==> src/rtl/swfr_pkg.sv <==
package swfr_pkg;

  localparam int FRAME_BYTES   = 92;
  localparam int CRC_SPAN      = 90;
  localparam int PAYLOAD_WORDS = 21;
  localparam int ROWS          = (FRAME_BYTES + 3) / 4;
  localparam int CNT_W         = $clog2(FRAME_BYTES + 1);
  localparam int ROW_W         = $clog2(ROWS);
  localparam int IDX_W         = 5;

  localparam logic [31:0] SYNC_WORD = 32'h8080_8080;
  localparam logic [31:0] SYNC_IDLE = 32'h7F7F_7F7F;
  localparam logic [7:0]  SYNC_BYTE = 8'h80;

  localparam logic OP_BYTE = 1'b0;
  localparam logic OP_TICK = 1'b1;

  localparam logic [1:0] ST_GOOD    = 2'd0;
  localparam logic [1:0] ST_CRC     = 2'd1;
  localparam logic [1:0] ST_TIMEOUT = 2'd2;

  localparam logic [1:0] CFG_TIMEOUT = 2'd0;
  localparam logic [1:0] CFG_POLY    = 2'd1;
  localparam logic [1:0] CFG_INIT    = 2'd2;

  localparam logic [15:0] TIMEOUT_RST = 16'd3000;
  localparam logic [7:0]  POLY_RST    = 8'h07;
  localparam logic [7:0]  INIT_RST    = 8'h00;

  typedef struct packed {
    logic accept;
    logic sync_step;
    logic load_err;
    logic load_word;
  } swfr_cmd_t;

  typedef struct packed {
    logic sync_hit;
    logic evt_err;
    logic frame_good;
    logic sync_last;
    logic slot_free;
    logic word_last;
  } swfr_sts_t;

  function automatic logic [7:0] crc8_byte(input logic [7:0] crc, input logic [7:0] b,
                                           input logic [7:0] poly);
    logic [7:0] c;
    c = crc ^ b;
    for (int i = 0; i < 8; i++) begin
      c = c[7] ? ({c[6:0], 1'b0} ^ poly) : {c[6:0], 1'b0};
    end
    return c;
  endfunction

endpackage

==> src/rtl/sync_word_frame_receiver.sv <==
// Channel  Signals                                         Direction
// in       in_valid/in_ready, in_opcode, in_rx_byte        input transaction
// out      out_valid/out_ready, out_status, out_word_index, result transaction
//          out_word_value, out_good_count, out_error_count,
//          out_last
// cfg      cfg_we, cfg_index, cfg_wdata                    register write
//
// Idle accepts every byte or tick; a sync hit then runs the CRC over the four sync bytes.
// A good frame emits 21 words from the frame word memory after a read prime state, one
// per cycle while the output register is free; error results load once it is free.
// Synchronous active-low reset; the frame memory is not cleared.
// Out stalls hold the block only while a result is pending; other inputs keep flowing.
module sync_word_frame_receiver
  import swfr_pkg::*;
(
  input  logic        clk,
  input  logic        rst_n,
  input  logic        cfg_we,
  input  logic [1:0]  cfg_index,
  input  logic [15:0] cfg_wdata,
  input  logic        in_valid,
  output logic        in_ready,
  input  logic        in_opcode,
  input  logic [7:0]  in_rx_byte,
  output logic        out_valid,
  input  logic        out_ready,
  output logic [1:0]  out_status,
  output logic [4:0]  out_word_index,
  output logic [31:0] out_word_value,
  output logic [31:0] out_good_count,
  output logic [31:0] out_error_count,
  output logic        out_last
);

  swfr_cmd_t cmd;
  swfr_sts_t sts;

  swfr_ctrl u_ctrl (
    .clk      (clk),
    .rst_n    (rst_n),
    .in_valid (in_valid),
    .in_ready (in_ready),
    .sts      (sts),
    .cmd      (cmd)
  );

  swfr_dpath u_dpath (
    .clk             (clk),
    .rst_n           (rst_n),
    .cfg_we          (cfg_we),
    .cfg_index       (cfg_index),
    .cfg_wdata       (cfg_wdata),
    .in_opcode       (in_opcode),
    .in_rx_byte      (in_rx_byte),
    .out_valid       (out_valid),
    .out_ready       (out_ready),
    .out_status      (out_status),
    .out_word_index  (out_word_index),
    .out_word_value  (out_word_value),
    .out_good_count  (out_good_count),
    .out_error_count (out_error_count),
    .out_last        (out_last),
    .cmd             (cmd),
    .sts             (sts)
  );

endmodule

==> src/rtl/swfr_ctrl.sv <==
module swfr_ctrl
  import swfr_pkg::*;
(
  input  logic      clk,
  input  logic      rst_n,
  input  logic      in_valid,
  output logic      in_ready,
  input  swfr_sts_t sts,
  output swfr_cmd_t cmd
);

  localparam logic [2:0] S_IDLE = 3'd0;
  localparam logic [2:0] S_SYNC = 3'd1;
  localparam logic [2:0] S_ERR  = 3'd2;
  localparam logic [2:0] S_READ = 3'd3;
  localparam logic [2:0] S_WORD = 3'd4;

  logic [2:0] state_r, state_nxt;

  always_comb begin
    state_nxt = state_r;
    in_ready  = 1'b0;
    cmd       = '0;
    case (state_r)
      S_IDLE: begin
        in_ready   = 1'b1;
        cmd.accept = in_valid;
        if (in_valid) begin
          if (sts.sync_hit) state_nxt = S_SYNC;
          else if (sts.evt_err) state_nxt = S_ERR;
          else if (sts.frame_good) state_nxt = S_READ;
        end
      end
      S_SYNC: begin
        cmd.sync_step = 1'b1;
        if (sts.sync_last) state_nxt = S_IDLE;
      end
      S_ERR: begin
        if (sts.slot_free) begin
          cmd.load_err = 1'b1;
          state_nxt    = S_IDLE;
        end
      end
      S_READ: begin
        state_nxt = S_WORD;
      end
      S_WORD: begin
        if (sts.slot_free) begin
          cmd.load_word = 1'b1;
          if (sts.word_last) state_nxt = S_IDLE;
        end
      end
      default: state_nxt = S_IDLE;
    endcase
  end

  always_ff @(posedge clk) begin
    if (!rst_n) state_r <= S_IDLE;
    else state_r <= state_nxt;
  end

endmodule

==> src/rtl/swfr_dpath.sv <==
module swfr_dpath
  import swfr_pkg::*;
(
  input  logic        clk,
  input  logic        rst_n,
  input  logic        cfg_we,
  input  logic [1:0]  cfg_index,
  input  logic [15:0] cfg_wdata,
  input  logic        in_opcode,
  input  logic [7:0]  in_rx_byte,
  output logic        out_valid,
  input  logic        out_ready,
  output logic [1:0]  out_status,
  output logic [4:0]  out_word_index,
  output logic [31:0] out_word_value,
  output logic [31:0] out_good_count,
  output logic [31:0] out_error_count,
  output logic        out_last,
  input  swfr_cmd_t   cmd,
  output swfr_sts_t   sts
);

  logic [15:0]      timeout_r;
  logic [7:0]       poly_r;
  logic [7:0]       init_r;
  logic [31:0]      sync_r;
  logic             recv_r;
  logic [CNT_W-1:0] cnt_r;
  logic [7:0]       crc_r;
  logic [7:0]       chk_lo_r;
  logic [31:0]      asm_r;
  logic [31:0]      good_r;
  logic [31:0]      err_r;
  logic [15:0]      ms_r;
  logic [1:0]       err_code_r;
  logic [IDX_W-1:0] k_r;
  logic [31:0]      rd_r;
  logic             out_valid_r;
  logic [31:0]      mem [ROWS];

  logic             is_tick;
  logic [15:0]      ms_inc;
  logic             tmo;
  logic [31:0]      shift_nxt;
  logic             hit;
  logic             final_byte;
  logic             crc_ok;
  logic [31:0]      asm_nxt;
  logic             wr_en;
  logic [ROW_W-1:0] wr_row;
  logic [ROW_W-1:0] rd_row;
  logic [7:0]       crc_byte;

  assign is_tick    = (in_opcode == OP_TICK);
  assign ms_inc     = (ms_r != 16'hFFFF) ? ms_r + 16'd1 : ms_r;
  assign tmo        = is_tick && (ms_inc >= timeout_r);
  assign shift_nxt  = {sync_r[23:0], in_rx_byte};
  assign hit        = !is_tick && !recv_r && (shift_nxt == SYNC_WORD);
  assign final_byte = !is_tick && recv_r && (cnt_r == CNT_W'(FRAME_BYTES - 1));
  assign crc_ok     = (crc_r == chk_lo_r) && (in_rx_byte == 8'h00);
  assign asm_nxt    = {in_rx_byte, asm_r[31:8]};
  assign wr_en      = cmd.accept && !is_tick && recv_r && (cnt_r[1:0] == 2'b11);
  assign wr_row     = cnt_r[CNT_W-1:2];
  assign rd_row     = ROW_W'(k_r) + ROW_W'(1) + ROW_W'(cmd.load_word);
  assign crc_byte   = crc8_byte(crc_r, cmd.sync_step ? SYNC_BYTE : in_rx_byte, poly_r);

  assign sts.sync_hit   = hit;
  assign sts.evt_err    = tmo || (final_byte && !crc_ok);
  assign sts.frame_good = final_byte && crc_ok;
  assign sts.sync_last  = (cnt_r[1:0] == 2'b11);
  assign sts.slot_free  = !out_valid_r || out_ready;
  assign sts.word_last  = (k_r == IDX_W'(PAYLOAD_WORDS - 1));

  assign out_valid = out_valid_r;

  always_ff @(posedge clk) begin
    if (!rst_n) begin
      timeout_r   <= TIMEOUT_RST;
      poly_r      <= POLY_RST;
      init_r      <= INIT_RST;
      sync_r      <= SYNC_IDLE;
      recv_r      <= 1'b0;
      cnt_r       <= '0;
      crc_r       <= INIT_RST;
      good_r      <= '0;
      err_r       <= '0;
      ms_r        <= '0;
      k_r         <= '0;
      out_valid_r <= 1'b0;
    end else begin
      if (cfg_we) begin
        case (cfg_index)
          CFG_TIMEOUT: timeout_r <= cfg_wdata;
          CFG_POLY:    poly_r    <= cfg_wdata[7:0];
          CFG_INIT:    init_r    <= cfg_wdata[7:0];
          default: ;
        endcase
      end

      if (cmd.accept) begin
        if (is_tick) begin
          ms_r <= tmo ? 16'd0 : ms_inc;
          if (tmo) begin
            recv_r <= 1'b0;
            err_r  <= err_r + 32'd1;
          end
        end else if (!recv_r) begin
          sync_r <= hit ? SYNC_IDLE : shift_nxt;
          if (hit) begin
            recv_r <= 1'b1;
            cnt_r  <= '0;
            crc_r  <= init_r;
          end
        end else begin
          if (cnt_r < CNT_W'(CRC_SPAN)) crc_r <= crc_byte;
          cnt_r <= cnt_r + CNT_W'(1);
          if (final_byte) begin
            recv_r <= 1'b0;
            if (crc_ok) begin
              good_r <= good_r + 32'd1;
              ms_r   <= '0;
              k_r    <= '0;
            end else begin
              err_r <= err_r + 32'd1;
            end
          end
        end
      end

      if (cmd.sync_step) begin
        crc_r <= crc_byte;
        cnt_r <= cnt_r + CNT_W'(1);
      end

      if (cmd.load_word) k_r <= k_r + IDX_W'(1);

      if (cmd.load_err || cmd.load_word) out_valid_r <= 1'b1;
      else if (out_ready) out_valid_r <= 1'b0;
    end
  end

  always_ff @(posedge clk) begin
    if (cmd.accept && !is_tick && recv_r) begin
      asm_r <= asm_nxt;
      if (cnt_r == CNT_W'(CRC_SPAN)) chk_lo_r <= in_rx_byte;
    end
    if (cmd.accept) begin
      if (tmo) err_code_r <= ST_TIMEOUT;
      else err_code_r <= ST_CRC;
    end
    if (cmd.load_err) begin
      out_status      <= err_code_r;
      out_word_index  <= '0;
      out_word_value  <= '0;
      out_good_count  <= good_r;
      out_error_count <= err_r;
      out_last        <= 1'b1;
    end else if (cmd.load_word) begin
      out_status      <= ST_GOOD;
      out_word_index  <= k_r;
      out_word_value  <= rd_r;
      out_good_count  <= good_r;
      out_error_count <= err_r;
      out_last        <= sts.word_last;
    end
  end

  always_ff @(posedge clk) begin
    if (wr_en) mem[wr_row] <= asm_nxt;
    rd_r <= mem[rd_row];
  end

endmodule

==> config.mk <==
export PLATFORM = sky130hd
export DESIGN_NAME = sync_word_frame_receiver
export DESIGN_NICKNAME = d
export VERILOG_FILES = /design/src/rtl/swfr_pkg.sv /design/src/rtl/sync_word_frame_receiver.sv /design/src/rtl/swfr_ctrl.sv /design/src/rtl/swfr_dpath.sv
export SDC_FILE = /design/constraint.sdc
export NUM_CORES = 2
export LEC_CHECK = 0
export ABC_AREA = 1
export BUFFER_PORTS_ARGS = -buffer_cell sky130_fd_sc_hd__buf_2
export CORE_MARGIN = 2
export CORE_UTILIZATION = 44
export DETAILED_ROUTE_END_ITERATION = 7
export SLEW_MARGIN = 15
export SYNTH_ARGS = -nofsm -noshare
export SYNTH_HDL_FRONTEND = slang
export SYNTH_SLANG_ARGS = --single-unit
==> constraint.sdc <==
create_clock -name clk -period 5.7 [get_ports clk]
set_input_delay 0 -clock clk [delete_from_list [all_inputs] [get_ports clk]]
set_output_delay 0 -clock clk [all_outputs]
set_load 0.05 [all_outputs]
==> flow_summary.toml <==
[setup_path]
startpoint_type = "register"
critPathSlowestCell = "nor4b_1"
cp.arrival_ps = 5480
critPathRequiredTime_ps = 6260
path_delay_family = "simple AND/OR/NAND/NOR gates"
path_class = "reg -> reg"
max_stage_delay_ps = 420
cp-end-kind = "register"
crit_buf_inv = 3
cpMostUsedCell = "nand2_1"
cp_max_fo = 15

[synth]
ys_ff_latch = 1067
synth_edf_count = 836
synthArstFlopShare_pct = 0
synth_cell_types = 53
syn_inst = 3878
ys.flop_type = "edfxtp_1"
seq_area_frac_synth_pct = 68.9
synth.net_count = 3935
synth_area_um2 = 43100
yosysWarnings = 0
avgSynthCellArea_um2 = 11.1

[pwr]
vdd_drop_max_uv = 225
leakage_nw = 16.9
power.density_nw_per_um2 = 341

[cts]
cts_buffer_depth = 3
tritoncts = "yes"
clk_pin_slew_ps = 60
clock-sinks = 1067
cts_setup_buffers = 0
htreeDepth = 3
numCtsBuffers = 105
insertion_delay_ps = 690
cts_root_buf = "clkbuf_16"

[global_routing]
grt_antenna_before_repair = 2
grt_pass1_vias = 27493
grtUsageTotal_pct = 21.8
grt_max_degree = 135
grt_pass1_wl_mm = 167
overflow = 0

[route]
vias = 29490
viasPerCell = 5.46
drt_iter0_markers = 2517
wl_per_cell_um = 20.4
routed_wl_mm = 110
drc = 0
postRouteAntennaNets = 0
firstDrtPassIters = 5

[final_layout]
nFillCells = 8397
area.growth.synth_to_final_pct = 14.8
drive_above_1_share_pct = 11.1
multi_input_comb_area_um2 = 12100
insertedDiodeCount = 0
seqCellArea_um2 = 29700
nets = 4095

[placed_design]
hpwl_mm = 63.0
io_buffers = 137
place.gp.congestion = 0.813

[sta]
tightest_slew_ps = 1020
relSlewSlack_pct = 31.5
rsz0062_at_grt = "no"
fin_skew_ps = 22.9
final-hold-violation-count = 0
slew_violations = 0
fmax_ghz = 0.204
finalSetupTns_ps = 0
fin_crit_sh_pct = 86.2
holdWs_ps = 129
finalSetupViolCount = 0
fin_crit_ps = 4910

[floorplan]
fp.dieH_um = 317
die_w_um = 317
core_um2 = 96900
start_util_pct = 44.5
dieArea_um2 = 101000
io_pins = 138
core.rowCount = 114

[flow_run]
maxCapViolCount = 0

[status]
status = "finished, final reports clean"

[worst_hold_path]
hold_class = "in -> reg"
-- placed cells by master, fill, tap and decap left out, types with 35 or more instances in the layout --
cell type,Yosys,final
dlygate4sd3_1,0,46
a31oi_1,35,35
dfxtp_1,231,231
o21ai_0,405,405
o211ai_1,44,44
inv_1,200,199
a21oi_1,114,114
a311oi_1,64,64
nor3_1,77,77
nor2_1,710,684
buf_2,3,137
o22ai_1,117,117
edfxtp_1,836,836
clkbuf_16,0,105
nand2_1,480,478
buf_4,1,66
nand3_1,135,134
-- worst min-delay path: stages --
cell	delay, ps
dlygate4sd3_1	520
buf_2	120
nand2_1	50
o211ai_1	70
-- cell type report --
type	count	share of cell area, %
inverters	216	1.67
multi-input cells	2393	24.3
well taps	1276	3.22
clock buffers	124	5.49
repair buffers	255	3.56
clock inverters	75	1.68
flip-flops and latches	1067	60.0
-- final timing paths --
kind                                  start                                    end  slack [ps]  cells after the start
min                            cfg_wdata[3]      u_dpath.timeout_r[3]$_SDFFE_PN1P_         130                      4
max reg2reg    u_dpath.ms_r[0]$_SDFFE_PN0P_         u_dpath.err_r[26]$_SDFFE_PN0P_         790                     31
max            u_dpath.ms_r[0]$_SDFFE_PN0P_         u_dpath.err_r[26]$_SDFFE_PN0P_         790                     31
min reg2reg  u_dpath.err_r[31]$_SDFFE_PN0P_  u_dpath.out_error_count[31]$_DFFE_PP_         450                      0
-- per-stage QoR --
stage | util (%) | std cells | power, mW | cell area (um2) | worst slack, ps
after floorplan | - | 3878 | 9.62 | 43100 | 1120
after global routing | 51.1 | 5406 | 17.4 | 49500 | 158
final | 51.1 | 5406 | 16.9 | 49500 | 786
after CTS | 51.1 | 5406 | 17.0 | 49500 | 614
after detailed placement | 47.0 | 5161 | 9.93 | 45500 | 620
after global placement | 47.0 | 5161 | 9.92 | 45500 | 709
-- cells in the mapped netlist (all sizes together) (3+ instances only) --
| cell | count | share of area [%] |
|---|---|---|
| nor2 | 716 | 6.3 |
| o21a | 6 | 0.10 |
| ha | 25 | 0.73 |
| a31oi | 35 | 0.51 |
| nand3 | 146 | 1.9 |
| dfxtp | 231 | 11 |
| a22oi | 17 | 0.30 |
| a21oi | 115 | 1.3 |
| a311oi | 64 | 1.3 |
| clkinv | 6 | 0.052 |
| and3 | 6 | 0.087 |
| nand3b | 5 | 0.087 |
| xnor2 | 17 | 0.35 |
| nor3b | 14 | 0.24 |
| o21ai | 406 | 4.7 |
| o22ai | 117 | 1.7 |
| o211ai | 44 | 0.77 |
| nor3 | 78 | 0.92 |
| buf | 18 | 0.23 |
| nand2 | 492 | 4.4 |
| inv | 210 | 1.8 |
| a211oi | 3 | 0.052 |
| xor2 | 28 | 0.61 |
| clkbuf | 184 | 1.6 |
| edfxtp | 836 | 58 |
| or2 | 8 | 0.12 |
| nor4 | 17 | 0.25 |
| nand4 | 21 | 0.30 |
-- logic make-up after synthesis --
family | count (synthesis) | synth area share, %
and+or+nand+nor | 1507 | 14.7
DFF | 1067 | 68.9
AOI/OAI and AO/OA | 816 | 10.9
buffers and inverters | 418 | 3.71
xor gates and xnor gates | 45 | 0.958
adders and majority gates | 25 | 0.725
-- power by group --
part | total [mW] | internal (mW) | switching [mW]
Sequential | 8.52 | 8.45 | 0.0702
Clock | 7.09 | 4.11 | 2.98
Combinational | 1.27 | 0.327 | 0.941
-- flip-flops by register name (all words and copies together) (netlist names), 24 cells and up --
register                 cells
u_dpath.asm_r               24
u_dpath.err_r               32
u_dpath.good_r              32
u_dpath.mem                736
u_dpath.out_error_count     32
u_dpath.out_good_count      32
u_dpath.out_word_value      32
u_dpath.rd_r                32
u_dpath.sync_r              24
-- layer usage --
metal	track usage (%)	vias up	part of all wire, %
met1	31.1	14361	45
li1	-	14094	-
met4	5.97	0	2.1
met3	2.91	135	6.2
met2	35.2	900	47
met5	0	-	0
-- what timing repair did --
item                       CTS  global route
hold endpoints to repair   281             0
setup endpoints to repair    0             2
gates resized for setup      0             2
hold buffers                46             0
(Power assumes the default switching activity.)
